==> config.mk <==
export PLATFORM = sky130hd
export DESIGN_NAME = zchar_text_decoder_top
export DESIGN_NICKNAME = d
export VERILOG_FILES = /design/src/hdl/zctd_pkg.sv /design/src/hdl/zchar_text_decoder_top.sv /design/src/hdl/zctd_step.sv /design/src/hdl/zctd_decode.sv /design/src/hdl/zctd_outbuf.sv
export SDC_FILE = /design/constraint.sdc
export NUM_CORES = 1
export LEC_CHECK = 0
export BUFFER_PORTS_ARGS = -buffer_cell sky130_fd_sc_hd__buf_2
export CORE_MARGIN = 1
export CORE_UTILIZATION = 48
export DETAILED_ROUTE_END_ITERATION = 12
export PLACE_DENSITY = 0.71
export SETUP_SLACK_MARGIN = 0.4
export SLEW_MARGIN = 10
export SYNTH_ARGS = -nofsm -noshare
export SYNTH_HDL_FRONTEND = slang
export SYNTH_SLANG_ARGS = --single-unit
==> constraint.sdc <==
create_clock -name aclk -period 9.4 [get_ports aclk]
set_input_delay 0.47 -clock aclk [delete_from_list [all_inputs] [get_ports aclk]]
set_output_delay 0.47 -clock aclk [all_outputs]
set_load 0.1 [all_outputs]
==> src/hdl/zctd_pkg.sv <==
// Shared types, codes and alphabet tables for the Z-character text decoder.
// No dependencies; every other file in hdl/ imports this package.
package zctd_pkg;

    // Text word layout
    localparam int CODE_W   = 5;
    localparam int CODES    = 3;
    localparam int END_BIT  = 15;
    localparam int RES_MAX  = 4;
    localparam int CNT_W    = 3;

    // Shift / escape mode held between words
    typedef enum logic [2:0] {
        MODE_NORMAL  = 3'd0,
        MODE_SHIFT   = 3'd1,
        MODE_SPECIAL = 3'd2,
        MODE_ABBR1   = 3'd3,
        MODE_ABBR2   = 3'd4,
        MODE_ABBR3   = 3'd5,
        MODE_ESC_HI  = 3'd6,
        MODE_ESC_LO  = 3'd7
    } mode_t;

    // Result kinds
    typedef enum logic [1:0] {
        KIND_CHAR   = 2'd0,
        KIND_ABBREV = 2'd1,
        KIND_END    = 2'd2
    } kind_t;

    // Special code values
    localparam logic [CODE_W-1:0] CODE_ABBR_LO = 5'd1;
    localparam logic [CODE_W-1:0] CODE_ABBR_HI = 5'd3;
    localparam logic [CODE_W-1:0] CODE_SHIFT   = 5'd4;
    localparam logic [CODE_W-1:0] CODE_SPECIAL = 5'd5;
    localparam logic [CODE_W-1:0] CODE_ESCAPE  = 5'd6;

    // One result request
    typedef struct packed {
        kind_t       kind;
        logic [7:0]  char_code;
        logic [6:0]  abbrev_index;
        logic [16:0] abbrev_entry_address;
        logic        last;
    } result_t;

    localparam logic [7:0] ALPHA0 [32] = '{
        8'h20, 8'h00, 8'h00, 8'h00, 8'h00, 8'h00, 8'h61, 8'h62,
        8'h63, 8'h64, 8'h65, 8'h66, 8'h67, 8'h68, 8'h69, 8'h6a,
        8'h6b, 8'h6c, 8'h6d, 8'h6e, 8'h6f, 8'h70, 8'h71, 8'h72,
        8'h73, 8'h74, 8'h75, 8'h76, 8'h77, 8'h78, 8'h79, 8'h7a
    };

    localparam logic [7:0] ALPHA1 [32] = '{
        8'h20, 8'h00, 8'h00, 8'h00, 8'h00, 8'h00, 8'h41, 8'h42,
        8'h43, 8'h44, 8'h45, 8'h46, 8'h47, 8'h48, 8'h49, 8'h4a,
        8'h4b, 8'h4c, 8'h4d, 8'h4e, 8'h4f, 8'h50, 8'h51, 8'h52,
        8'h53, 8'h54, 8'h55, 8'h56, 8'h57, 8'h58, 8'h59, 8'h5a
    };

    localparam logic [7:0] ALPHA2 [32] = '{
        8'h20, 8'h00, 8'h00, 8'h00, 8'h00, 8'h00, 8'h00, 8'h0a,
        8'h30, 8'h31, 8'h32, 8'h33, 8'h34, 8'h35, 8'h36, 8'h37,
        8'h38, 8'h39, 8'h2e, 8'h2c, 8'h21, 8'h3f, 8'h5f, 8'h23,
        8'h27, 8'h22, 8'h2f, 8'h5c, 8'h2d, 8'h3a, 8'h28, 8'h29
    };

    // Look up a character in the alphabet of the current shift mode
    function automatic logic [7:0] alpha_char(input mode_t mode,
                                              input logic [CODE_W-1:0] code);
        logic [7:0] ch;
        unique case (mode)
            MODE_NORMAL:  ch = ALPHA0[code];
            MODE_SHIFT:   ch = ALPHA1[code];
            MODE_SPECIAL: ch = ALPHA2[code];
            default:      ch = 8'h00;
        endcase
        return ch;
    endfunction

endpackage

==> src/hdl/zchar_text_decoder_top.sv <==
// Top level of the Z-character text decoder: input register, mode state,
// word decode and result bank. Depends on zctd_pkg, zctd_decode, zctd_outbuf.
//
// Usage:
//   s_valid/s_ready/s_text_word carry one packed text word per request:
//   bit 15 marks end of string, bits 14..10, 9..5, 4..0 are three codes.
//   m_valid/m_ready carry one result per request: m_kind (character,
//   abbreviation reference, end marker), m_char_code, m_abbrev_index,
//   m_abbrev_entry_address and m_last on the final result of a word.
//   cfg_valid/cfg_ready/cfg_abbrev_table_base set the table base address;
//   write it only while no word is in flight.
// Flow: a word is registered in the input register, decoded once the result
//   bank is free, and its results are registered in the result bank and presented.
// Throughput: the result port takes one result per cycle while m_ready is high;
//   a new word is decoded once all results of the word before are taken; a word yields zero to four results.
// Reset: mode returns to normal, escape bits and table base clear, all
//   buffered words and results are dropped.
// Stall: when m_ready is low, results hold; one further word waits in the
//   input register, after which s_ready drops.
module zchar_text_decoder_top (
    input  logic        aclk,
    input  logic        aresetn,
    input  logic        cfg_valid,
    output logic        cfg_ready,
    input  logic [15:0] cfg_abbrev_table_base,
    input  logic        s_valid,
    output logic        s_ready,
    input  logic [15:0] s_text_word,
    output logic        m_valid,
    input  logic        m_ready,
    output logic [1:0]  m_kind,
    output logic [7:0]  m_char_code,
    output logic [6:0]  m_abbrev_index,
    output logic [16:0] m_abbrev_entry_address,
    output logic        m_last
);
    import zctd_pkg::*;

    logic             in_valid_reg, in_valid_next;
    logic [15:0]      in_word_reg;
    logic [15:0]      base_reg;
    mode_t            mode_reg, mode_next;
    logic [2:0]       esc_reg,  esc_next;
    logic             buf_free;
    logic             dec_fire;
    result_t          dec_slots [RES_MAX];
    logic [CNT_W-1:0] dec_count;
    result_t          out_res;

    // Configuration: always ready
    assign cfg_ready = 1'b1;

    always_ff @(posedge aclk) begin
        if (!aresetn) begin
            base_reg <= '0;
        end else if (cfg_valid) begin
            base_reg <= cfg_abbrev_table_base;
        end
    end

    // Input register
    assign dec_fire = in_valid_reg && buf_free;
    assign s_ready  = !in_valid_reg || buf_free;

    always_comb begin
        in_valid_next = in_valid_reg;
        if (s_valid && s_ready) begin
            in_valid_next = 1'b1;
        end else if (dec_fire) begin
            in_valid_next = 1'b0;
        end
    end

    always_ff @(posedge aclk) begin
        if (!aresetn) begin
            in_valid_reg <= 1'b0;
        end else begin
            in_valid_reg <= in_valid_next;
        end
    end

    always_ff @(posedge aclk) begin
        if (s_valid && s_ready) begin
            in_word_reg <= s_text_word;
        end
    end

    // Word decode
    zctd_decode u_decode (
        .word      (in_word_reg),
        .mode      (mode_reg),
        .esc       (esc_reg),
        .base      (base_reg),
        .slots     (dec_slots),
        .count     (dec_count),
        .mode_next (mode_next),
        .esc_next  (esc_next)
    );

    // Mode state: advance on each decoded word
    always_ff @(posedge aclk) begin
        if (!aresetn) begin
            mode_reg <= MODE_NORMAL;
            esc_reg  <= '0;
        end else if (dec_fire) begin
            mode_reg <= mode_next;
            esc_reg  <= esc_next;
        end
    end

    // Result bank
    zctd_outbuf u_outbuf (
        .aclk     (aclk),
        .aresetn  (aresetn),
        .wr_en    (dec_fire),
        .wr_slots (dec_slots),
        .wr_count (dec_count),
        .free     (buf_free),
        .m_valid  (m_valid),
        .m_ready  (m_ready),
        .m_res    (out_res)
    );

    assign m_kind                 = out_res.kind;
    assign m_char_code            = out_res.char_code;
    assign m_abbrev_index         = out_res.abbrev_index;
    assign m_abbrev_entry_address = out_res.abbrev_entry_address;
    assign m_last                 = out_res.last;

    // End marker always closes the results of its word
    a_end_is_last: assert property (@(posedge aclk) disable iff (!aresetn)
        m_valid && m_kind == KIND_END |-> m_last)
        else $error("end marker without last flag");

    // Entry address tracks table base and abbreviation number
    a_abbrev_addr: assert property (@(posedge aclk) disable iff (!aresetn)
        m_valid && m_kind == KIND_ABBREV |->
            m_abbrev_entry_address == {1'b0, base_reg} + {9'b0, m_abbrev_index, 1'b0})
        else $error("abbreviation entry address mismatch");

    // End of string leaves the decoder in normal mode with no escape bits
    a_end_resets_mode: assert property (@(posedge aclk) disable iff (!aresetn)
        dec_fire && in_word_reg[END_BIT] |=> mode_reg == MODE_NORMAL && esc_reg == 3'd0)
        else $error("mode not cleared after end of string");

    // A word is decoded only when the result bank has drained
    a_no_overwrite: assert property (@(posedge aclk) disable iff (!aresetn)
        dec_fire && m_valid |-> m_ready && m_last)
        else $error("pending results overwritten");

endmodule

==> src/hdl/zctd_step.sv <==
// Decode of one 5-bit code against the current mode: next mode, stored
// escape bits and at most one result. Depends on zctd_pkg.
module zctd_step (
    input  zctd_pkg::mode_t                 mode,
    input  logic [2:0]                      esc,
    input  logic [zctd_pkg::CODE_W-1:0]     code,
    input  logic [15:0]                     base,
    output zctd_pkg::mode_t                 mode_out,
    output logic [2:0]                      esc_out,
    output logic                            emit,
    output zctd_pkg::result_t               res
);
    import zctd_pkg::*;

    logic [2:0] bank_off;
    logic [6:0] idx;

    // Abbreviation number: 32 * bank + code
    assign bank_off = mode - MODE_ABBR1;
    assign idx      = {bank_off[1:0], code};

    // Mode transition and result selection
    always_comb begin
        mode_out = mode;
        esc_out  = esc;
        emit     = 1'b0;
        res      = '0;
        unique case (mode)
            MODE_NORMAL, MODE_SHIFT, MODE_SPECIAL: begin
                if (code >= CODE_ABBR_LO && code <= CODE_ABBR_HI) begin
                    mode_out = mode_t'(code[2:0] + (MODE_ABBR1 - CODE_ABBR_LO[2:0]));
                end else if (code == CODE_SHIFT) begin
                    mode_out = MODE_SHIFT;
                end else if (code == CODE_SPECIAL) begin
                    mode_out = MODE_SPECIAL;
                end else if (code == CODE_ESCAPE && mode == MODE_SPECIAL) begin
                    mode_out = MODE_ESC_HI;
                end else begin
                    emit          = 1'b1;
                    res.kind      = KIND_CHAR;
                    res.char_code = alpha_char(mode, code);
                    mode_out      = MODE_NORMAL;
                end
            end
            MODE_ABBR1, MODE_ABBR2, MODE_ABBR3: begin
                emit                     = 1'b1;
                res.kind                 = KIND_ABBREV;
                res.abbrev_index         = idx;
                res.abbrev_entry_address = {1'b0, base} + {9'b0, idx, 1'b0};
                mode_out                 = MODE_NORMAL;
            end
            MODE_ESC_HI: begin
                esc_out  = code[2:0];
                mode_out = MODE_ESC_LO;
            end
            MODE_ESC_LO: begin
                emit          = 1'b1;
                res.kind      = KIND_CHAR;
                res.char_code = {esc, code};
                mode_out      = MODE_NORMAL;
            end
            default: begin
                mode_out = MODE_NORMAL;
            end
        endcase
    end

endmodule

==> src/hdl/zctd_decode.sv <==
// Decode of one text word: three chained code steps, the end marker and
// packing of the results into consecutive slots. Depends on zctd_pkg, zctd_step.
module zctd_decode (
    input  logic [15:0]                     word,
    input  zctd_pkg::mode_t                 mode,
    input  logic [2:0]                      esc,
    input  logic [15:0]                     base,
    output zctd_pkg::result_t               slots [zctd_pkg::RES_MAX],
    output logic [zctd_pkg::CNT_W-1:0]      count,
    output zctd_pkg::mode_t                 mode_next,
    output logic [2:0]                      esc_next
);
    import zctd_pkg::*;

    mode_t             step_mode [CODES+1];
    logic [2:0]        step_esc  [CODES+1];
    logic [RES_MAX-1:0] emit;
    result_t           item [RES_MAX];
    logic              end_flag;

    assign end_flag     = word[END_BIT];
    assign step_mode[0] = mode;
    assign step_esc[0]  = esc;

    // Chain the three codes, high to low
    for (genvar g = 0; g < CODES; g++) begin : g_step
        zctd_step u_step (
            .mode     (step_mode[g]),
            .esc      (step_esc[g]),
            .code     (word[CODE_W*(CODES-g)-1 -: CODE_W]),
            .base     (base),
            .mode_out (step_mode[g+1]),
            .esc_out  (step_esc[g+1]),
            .emit     (emit[g]),
            .res      (item[g])
        );
    end

    // End-of-string marker
    assign item[RES_MAX-1] = result_t'{kind: KIND_END, default: '0};
    assign emit[RES_MAX-1] = end_flag;

    // End of string drops any unfinished shift, abbreviation or escape
    assign mode_next = end_flag ? MODE_NORMAL : step_mode[CODES];
    assign esc_next  = end_flag ? 3'd0 : step_esc[CODES];

    // Pack emitted results into consecutive slots, flag the final one
    always_comb begin
        logic [CNT_W-1:0] n;
        n = '0;
        for (int k = 0; k < RES_MAX; k++) begin
            slots[k] = '0;
        end
        for (int i = 0; i < RES_MAX; i++) begin
            if (emit[i]) begin
                slots[n[1:0]] = item[i];
                n = n + 1'b1;
            end
        end
        if (n != '0) begin
            slots[2'(n - 1'b1)].last = 1'b1;
        end
        count = n;
    end

endmodule

==> src/hdl/zctd_outbuf.sv <==
// Result register bank: holds the results of one word and hands them out one
// request per cycle while m_ready is high. Depends on zctd_pkg.
module zctd_outbuf (
    input  logic                            aclk,
    input  logic                            aresetn,
    input  logic                            wr_en,
    input  zctd_pkg::result_t               wr_slots [zctd_pkg::RES_MAX],
    input  logic [zctd_pkg::CNT_W-1:0]      wr_count,
    output logic                            free,
    output logic                            m_valid,
    input  logic                            m_ready,
    output zctd_pkg::result_t               m_res
);
    import zctd_pkg::*;

    result_t          slot_reg [RES_MAX];
    logic [CNT_W-1:0] cnt_reg, cnt_next;
    logic [CNT_W-1:0] rd_reg,  rd_next;
    logic             pop;

    assign m_valid = (rd_reg != cnt_reg);
    assign pop     = m_valid && m_ready;
    assign m_res   = slot_reg[rd_reg[1:0]];

    // Free for the next word once the last pending result leaves
    assign free = !m_valid || (pop && (rd_reg + 1'b1 == cnt_reg));

    // Advance read pointer, reload on a new word
    always_comb begin
        cnt_next = cnt_reg;
        rd_next  = rd_reg;
        if (wr_en) begin
            cnt_next = wr_count;
            rd_next  = '0;
        end else if (pop) begin
            rd_next = rd_reg + 1'b1;
        end
    end

    always_ff @(posedge aclk) begin
        if (!aresetn) begin
            cnt_reg <= '0;
            rd_reg  <= '0;
        end else begin
            cnt_reg <= cnt_next;
            rd_reg  <= rd_next;
        end
    end

    // Capture result payload
    always_ff @(posedge aclk) begin
        if (wr_en) begin
            slot_reg <= wr_slots;
        end
    end

endmodule

======== Yosys cells after proc, flatten, opt, wreduce, memory -nomap -nowiden ========
Memories as Yosys holds them, arrays and structs flattened.
Cells that the tools add are included.
word-level totals
  output and inout port bits .............. 38
  input bits .............................. 37
  flip-flop bits (word level) ............. 185
  memories ................................ 9
  memory bits (read-only) ................. 2304
  logic and storage cells ................. 247
memory list
  name              words  bits a word  rd ports  clocked after memory_dff  write ports  RTL line        source
  (name not given)  32     8            1         0                         0            zctd_pkg.sv:75  MODE_SPECIAL: ch = ALPHA2[code];
  (name not given)  32     8            1         0                         0            zctd_pkg.sv:74  MODE_SHIFT: ch = ALPHA1[code];
  (name not given)  32     8            1         0                         0            zctd_pkg.sv:73  MODE_NORMAL: ch = ALPHA0[code];
  (name not given)  32     8            1         0                         0            zctd_pkg.sv:75
  (name not given)  32     8            1         0                         0            zctd_pkg.sv:74
  (name not given)  32     8            1         0                         0            zctd_pkg.sv:73
  3 more memories   -      -            -         -                         -            -
cells by class
  muxes and demuxes ....................... 102
  equality and inequality tests ........... 32
  $add $sub $neg .......................... 14
  magnitude comparators ................... 18
  bitwise operators ....................... 12
  reduce and logical (&&, ||, !) cells .... 33
operator list
  kind                                                                                  number
  140-bit two-way mux                                                                   4
  140-bit bitwise mux                                                                   3
  35-bit demux with 2-bit select                                                        4
  8-bit two-way mux                                                                     30
  35-bit two-way mux                                                                    6
  136-bit AND                                                                           1
  136-bit inverter                                                                      1
  24-bit two-way mux                                                                    3
  8-bit case mux with 3 select lines                                                    3
  35-bit binary-select mux with 2-bit select                                            1
  3-bit two-way mux                                                                     20
  16-bit by 8-bit adder with 17-bit output                                              3
  8-bit case mux with 2 select lines                                                    3
  5-bit by 3-bit equality test with 1-bit output (second input constant)                9
  3-bit equality test (second input constant)                                           12
  3-bit case mux with 3 select lines                                                    3
  3-bit by 2-bit equality test with 1-bit output (second input constant)                6
  6-bit greater-or-equal comparator (second input constant)                             3
  5-bit inverter with 6-bit output                                                      3
  3-bit OR reduction                                                                    6
  1-bit two-way mux                                                                     16
  3-bit greater-or-equal comparator (second input constant)                             5
  5-bit by 1-bit greater-or-equal comparator with 1-bit output (second input constant)  3
  5-bit by 2-bit less-or-equal comparator with 1-bit output (second input constant)     3
  other kinds (23)                                                                      60

======== Longest topological paths before layout ========
  word-level depth ........................ 32
  depth in mapped cells ................... 34
  depth with buffers taken out ............ 32

======== By module ========
Synthesis repeated with hierarchy kept, for this count alone.
second synthesis, totals
  cells, all modules ...................... 1337
  area total of the unflattened synthesis .. 13322.8 µm²
modules (own cells, without submodules)
  module                                     instances  seq. area each (µm²)  area an instance (µm²)  cells an instance
  zctd_outbuf                                1          4324.1                5462.7                  229
  zctd_step (u_decode.g_step[0].u_step ...)  2          0.0                   1472.7                  223
  zctd_decode                                1          0.0                   2097.0                  332
  zctd_step (u_decode.g_step[2].u_step)      1          0.0                   1432.6                  228
  zchar_text_decoder_top                     1          940.9                 1385.1                  102

======== Worst setup path before layout ========
No wires, ideal clock.
  kind .................................... reg2reg
  start ................................... register u_outbuf.rd_reg[0]
  end ..................................... register esc_reg[0]
  stages on the path, launching flop included .. 9
  required time ........................... 9.309 ns
  clock period less this slack ............ 7.247 ns
  library setup time ...................... 0.091 ns
  arrival ................................. 7.155 ns
  path buffers ............................ 2
  path slack .............................. 2.153 ns
  cell sequence ........................... dfxtp_1 clkbuf_1 xnor2_1 nand3_1 o31ai_1 and2_1 clkbuf_1 nand3b_1 o21ai_0
on the way
  cells in the longest elaborated chain, start to end .. 5
  elaborated cells on any way between the ends .. 8
  those cells by class .................... add/sub: 1; eq/ne: 2; reduce/logical: 5
RTL lines
  what                    RTL line                       source
  from (decl)             zctd_outbuf.sv:18              logic [CNT_W-1:0] rd_reg, rd_next;
  from (signal assigned)  zctd_outbuf.sv:46              rd_reg <= rd_next;
  3-bit != test *         zctd_outbuf.sv:21              assign m_valid = (rd_reg != cnt_reg);
  net m_valid             zchar_text_decoder_top.sv:29   output logic m_valid,
  1-bit logical AND       zctd_outbuf.sv:22              assign pop = m_valid && m_ready;
  1-bit logical AND       zctd_outbuf.sv:26              assign free = !m_valid || (pop && (rd_reg + 1'b1 == cnt_reg));
  1-bit logical OR *      zctd_outbuf.sv:26
  1-bit logical AND *     zchar_text_decoder_top.sv:62   assign dec_fire = in_valid_reg && buf_free;
  net dec_fire            zchar_text_decoder_top.sv:45   logic dec_fire;
  to (signal assigned)    zchar_text_decoder_top.sv:107  esc_reg <= esc_next;
  to (decl)               zchar_text_decoder_top.sv:43   logic [2:0] esc_reg, esc_next;
The timed path passes the listed nets; every way through them passes the cells marked *.
A chain may end at the register's enable or synchronous reset.

==> results.tsv <==
stage	metric	value	unit
routing	wire_per_inst	22.9	um
placed_design	post_dp_cell_area	13000	um2
worst_setup_path	r2r.worst_path.cells	29	
global_routing	groute.usage.overall	0.280	
power_and_ir_drop	peakVddDrop	0.000234	V
placed_design	port-buffer-count	73	
floorplan	initial_utilization	0.491	
worst_setup_path	critPathMaxFanout	17	
worst_setup_path	critPathLaunchType	flip-flop	
sta	worstMarginPinSlew	1250	ps
layout	postLayoutCellArea	13600	um2
placed_design	detailedPlacementHpwl	25700	um
sta	fmax	119	MHz
global_routing	grt_max_degree	88	
worst_setup_path	worst-endpoint-required	9680	ps
worst_setup_path	rr_startpoint	in_word_reg[11]$_DFFE_PP_	
global_routing	grt_pass1_wl	55800	um
power_and_ir_drop	cellPowerDensity	288	nW/um2
min_path	hold_path_class	input port to flip-flop	
worst_setup_path	reg2reg_setup_slack	990	ps
routing	antenna_left	0	
synthesis	post_synth_inst_count	1234	
synthesis	synth_enable_flop_cells	156	
layout	largest_register_ff_count	140	
synthesis	syn_area	12400	um2
routing	first_pass_iters	6	
floorplan	i_o_pin_count	75	
cts	cts_max_level	4	
cts	clock-sinks	185	
floorplan	die-area	26500	um2
cts	clkLatencyLatePin	450	ps
min_path	holdCritStartpoint	s_text_word[8]	
sta	maxSlewViolCount	0	
floorplan	placeable_core_region	25300	um2
sta	finClkSkew	11.1	ps
synthesis	synth.lib_cells_used.distinct	90	
floorplan	num_rows	58	
floorplan	die_w	163	um
worst_setup_path	max_stage_delay	670	ps
sta	finalHoldWorstSlack	190	ps
layout	layout-drive-gt1-share	0.155	
synthesis	syn_nets	1339	
min_path	min_path_cells	1	
cts	cts-resized-gates	0	
synthesis	ys.flop_type	sky130_fd_sc_hd__edfxtp_1	
sta	final_period_minus_worst_setup_slack	8410	ps
worst_setup_path	critical_path_class	flip-flop to flip-flop	
cts	post_cts_buffers	0	
layout	num-nets-final	1360	
cts	cts-hold-fix-buffers	0	
job	cap_violations	0	
layout	antennaDiodeCount	0	
cts	tritoncts.num_buffers	17	
worst_setup_path	timing.critical_path.mode_cell	sky130_fd_sc_hd__inv_1	
placed_design	place_congestion	0.985	
outcome	status	completed	
min_path	sink_of_the_worst_hold_path	in_word_reg[8]$_DFFE_PP_	
cts	cts.clk_slew.worst_paths	80	ps
floorplan	floorplan.die.height	163	um
sta	setup_violations	0	
synthesis	synthesis.yosys.warnings	0	
placed_design	placement.setup.worst_slack	1260	ps
sta	max_slew_margin	0.169	
global_routing	grt_overflow_total	0	
synthesis	share_of_synthesized_flip_flops_with_an_asynchronous_set_or_reset	0	
synthesis	synth_area_per_cell	10.1	um2
synthesis	seq_cells_post_synth	185	
global_routing	antenna_found_initial	1	
routing	vias_per_cell	6.51	
sta	tns	0	ps
routing	first_iter_violations	1561	
routing	dr_total_vias	10400	
sta	hold_violations	0	
sta	final.period_utilization	0.895	
cts	cts_tree	built	
sta	rsz0062_at_grt	false	
routing	detail_route.drc_violations	0	
worst_setup_path	crit_path_top_delay_cell	sky130_fd_sc_hd__edfxtp_1	
layout	synth_to_layout_area_growth	9.43	%
cts	ctsRootBufferMaster	sky130_fd_sc_hd__clkbuf_16	
worst_setup_path	reg2reg_to	u_outbuf.slot_reg[81]$_DFFE_PP_	
routing	wl	36600	um
synthesis	sequential_cell_area_fraction_in_the_yosys_report	0.424	
sta	setup_slack	986	ps
worst_setup_path	worstPathArrival	8700	ps
cts	cts-root-to-sink-buffers	2	
worst_setup_path	endpoint_kind_of_the_worst_setup_timing_path	flip-flop	
global_routing	grt_pass1_vias	9500	
power_and_ir_drop	leakage	4.85	nW
layout	utilization	0.538	
==> kinds of logic after synthesis <==
family / after synthesis / synth area share
XOR/XNOR: 36 / 0.0254
AO/OA/AOI/OAI: 349 / 0.188
AND/OR/NAND/NOR: 401 / 0.158
multiplexers: 71 / 0.0927
flip-flops: 185 / 0.424
adder cells (fa/ha/maj): 68 / 0.0704
other: 1 / 0.000302
buffers and inverters: 123 / 0.0404
==> per-stage QoR <==
stage / total power, mW / cells
3_3_place_gp: 3.12 / 1566
6_report: 3.91 / 1598
4_1_cts: 3.90 / 1598
5_1_grt: 4.06 / 1598
2_1_floorplan: 2.76 / 1234
3_5_place_dp: 3.15 / 1566
==> final cells by class <==
class	count	area, um2
Sequential cell	185	5270
Clock buffer	17	425
Tap cell	330	413
Clock inverter	15	198
Inverter	36	135
Fill cell	2295	11700
Multi-Input combinational cell	926	6660
Timing Repair Buffer	89	485
==> cells in the final DEF (no fill, tap or decap), types with 10 or more instances in the layout <==
| master | netlist | layout |
|---|---|---|
| sky130_fd_sc_hd__o21ai_0 | 75 | 75 |
| sky130_fd_sc_hd__nand2b_1 | 16 | 16 |
| sky130_fd_sc_hd__clkbuf_16 | 0 | 17 |
| sky130_fd_sc_hd__dfxtp_1 | 29 | 27 |
| sky130_fd_sc_hd__ha_1 | 65 | 65 |
| sky130_fd_sc_hd__inv_1 | 32 | 32 |
| sky130_fd_sc_hd__xor2_1 | 12 | 12 |
| sky130_fd_sc_hd__nor3_1 | 29 | 29 |
| sky130_fd_sc_hd__a31oi_1 | 19 | 19 |
| sky130_fd_sc_hd__a221oi_1 | 19 | 19 |
| sky130_fd_sc_hd__nand2_1 | 95 | 95 |
| sky130_fd_sc_hd__mux4_2 | 35 | 35 |
| sky130_fd_sc_hd__nand3_1 | 35 | 35 |
| sky130_fd_sc_hd__xnor2_1 | 24 | 24 |
| sky130_fd_sc_hd__a211oi_1 | 34 | 33 |
| sky130_fd_sc_hd__buf_2 | 14 | 73 |
| sky130_fd_sc_hd__mux2i_1 | 35 | 35 |
| sky130_fd_sc_hd__a21oi_1 | 79 | 78 |
| sky130_fd_sc_hd__and2_1 | 18 | 16 |
| sky130_fd_sc_hd__a22oi_1 | 10 | 10 |
| sky130_fd_sc_hd__nor2_1 | 124 | 124 |
| sky130_fd_sc_hd__buf_4 | 4 | 16 |
| sky130_fd_sc_hd__nor2b_1 | 22 | 22 |
| sky130_fd_sc_hd__edfxtp_1 | 156 | 156 |
| sky130_fd_sc_hd__o22ai_1 | 15 | 15 |
==> synthesized netlist by cell type, types with 5 or more instances <==
master                     number  area share
sky130_fd_sc_hd__edfxtp_1     156        0.38
sky130_fd_sc_hd__nor2_1       124       0.038
sky130_fd_sc_hd__nand2_1       95       0.029
sky130_fd_sc_hd__a21oi_1       79       0.032
sky130_fd_sc_hd__o21ai_0       75       0.030
sky130_fd_sc_hd__ha_1          65       0.066
sky130_fd_sc_hd__clkbuf_1      59       0.018
sky130_fd_sc_hd__mux2i_1       35       0.028
sky130_fd_sc_hd__mux4_2        35       0.064
sky130_fd_sc_hd__nand3_1       35       0.014
sky130_fd_sc_hd__a211oi_1      34       0.021
sky130_fd_sc_hd__inv_1         32      0.0097
sky130_fd_sc_hd__dfxtp_1       29       0.047
sky130_fd_sc_hd__nor3_1        29       0.012
sky130_fd_sc_hd__xnor2_1       24       0.017
sky130_fd_sc_hd__nor2b_1       22       0.011
sky130_fd_sc_hd__a221oi_1      19       0.013
sky130_fd_sc_hd__a31oi_1       19      0.0096
sky130_fd_sc_hd__and2_1        18      0.0091
sky130_fd_sc_hd__nand2b_1      16      0.0081
sky130_fd_sc_hd__o22ai_1       15      0.0076
sky130_fd_sc_hd__buf_2         14      0.0056
sky130_fd_sc_hd__xor2_1        12      0.0085
sky130_fd_sc_hd__a22oi_1       10      0.0060
sky130_fd_sc_hd__buf_1          9      0.0027
sky130_fd_sc_hd__o211ai_1       9      0.0054
sky130_fd_sc_hd__or2_2          9      0.0045
sky130_fd_sc_hd__a21o_1         8      0.0048
sky130_fd_sc_hd__nand4_1        8      0.0040
sky130_fd_sc_hd__and3_1         7      0.0035
sky130_fd_sc_hd__a32oi_1        6      0.0042
sky130_fd_sc_hd__o21a_1         6      0.0036
sky130_fd_sc_hd__a21boi_0       5      0.0030
sky130_fd_sc_hd__nor3b_1        5      0.0030
sky130_fd_sc_hd__nor4_1         5      0.0025
sky130_fd_sc_hd__o32ai_1        5      0.0035
==> worst max path at each step <==
| stage | slack, ps | cells after the start | end | startpoint |
|---|---|---|---|---|
| after floorplan | 2150 | 8 | esc_reg[0]$_SDFFE_PN0P_ | u_outbuf.rd_reg[0]$_SDFFE_PP0P_ |
| after global placement | 1500 | 31 | u_outbuf.slot_reg[82]$_DFFE_PP_ | in_word_reg[11]$_DFFE_PP_ |
| after detailed placement | 1260 | 31 | u_outbuf.slot_reg[82]$_DFFE_PP_ | in_word_reg[11]$_DFFE_PP_ |
| after CTS | 1210 | 29 | u_outbuf.slot_reg[81]$_DFFE_PP_ | in_word_reg[11]$_DFFE_PP_ |
| after global routing | 410 | 31 | u_outbuf.slot_reg[82]$_DFFE_PP_ | in_word_reg[11]$_DFFE_PP_ |
| final | 990 | 29 | u_outbuf.slot_reg[81]$_DFFE_PP_ | in_word_reg[11]$_DFFE_PP_ |
==> power by group <==
part           switching (mW)  internal (mW)
logic                    1.43          0.468
clock network           0.368          0.387
registers              0.0988           1.16
==> metal layers <==
layer  vias up  share of wire  global-route usage
li1       4718              -                   -
met1      5005           0.42               0.400
met2       593           0.43               0.409
met3        87          0.099              0.0504
met4         2          0.042               0.131
met5         -        0.00022                   0
==> worst max-delay path, delay by kind of cell (launching register included) <==
family	cells	cell delay (ps)
and+or+nand+nor	7	1820
adders and majority gates	4	1250
DFF	1	670
buffers and inverters	5	1140
AOI/OAI and AO/OA	13	3350
Power figures use the tool's default switching activity.
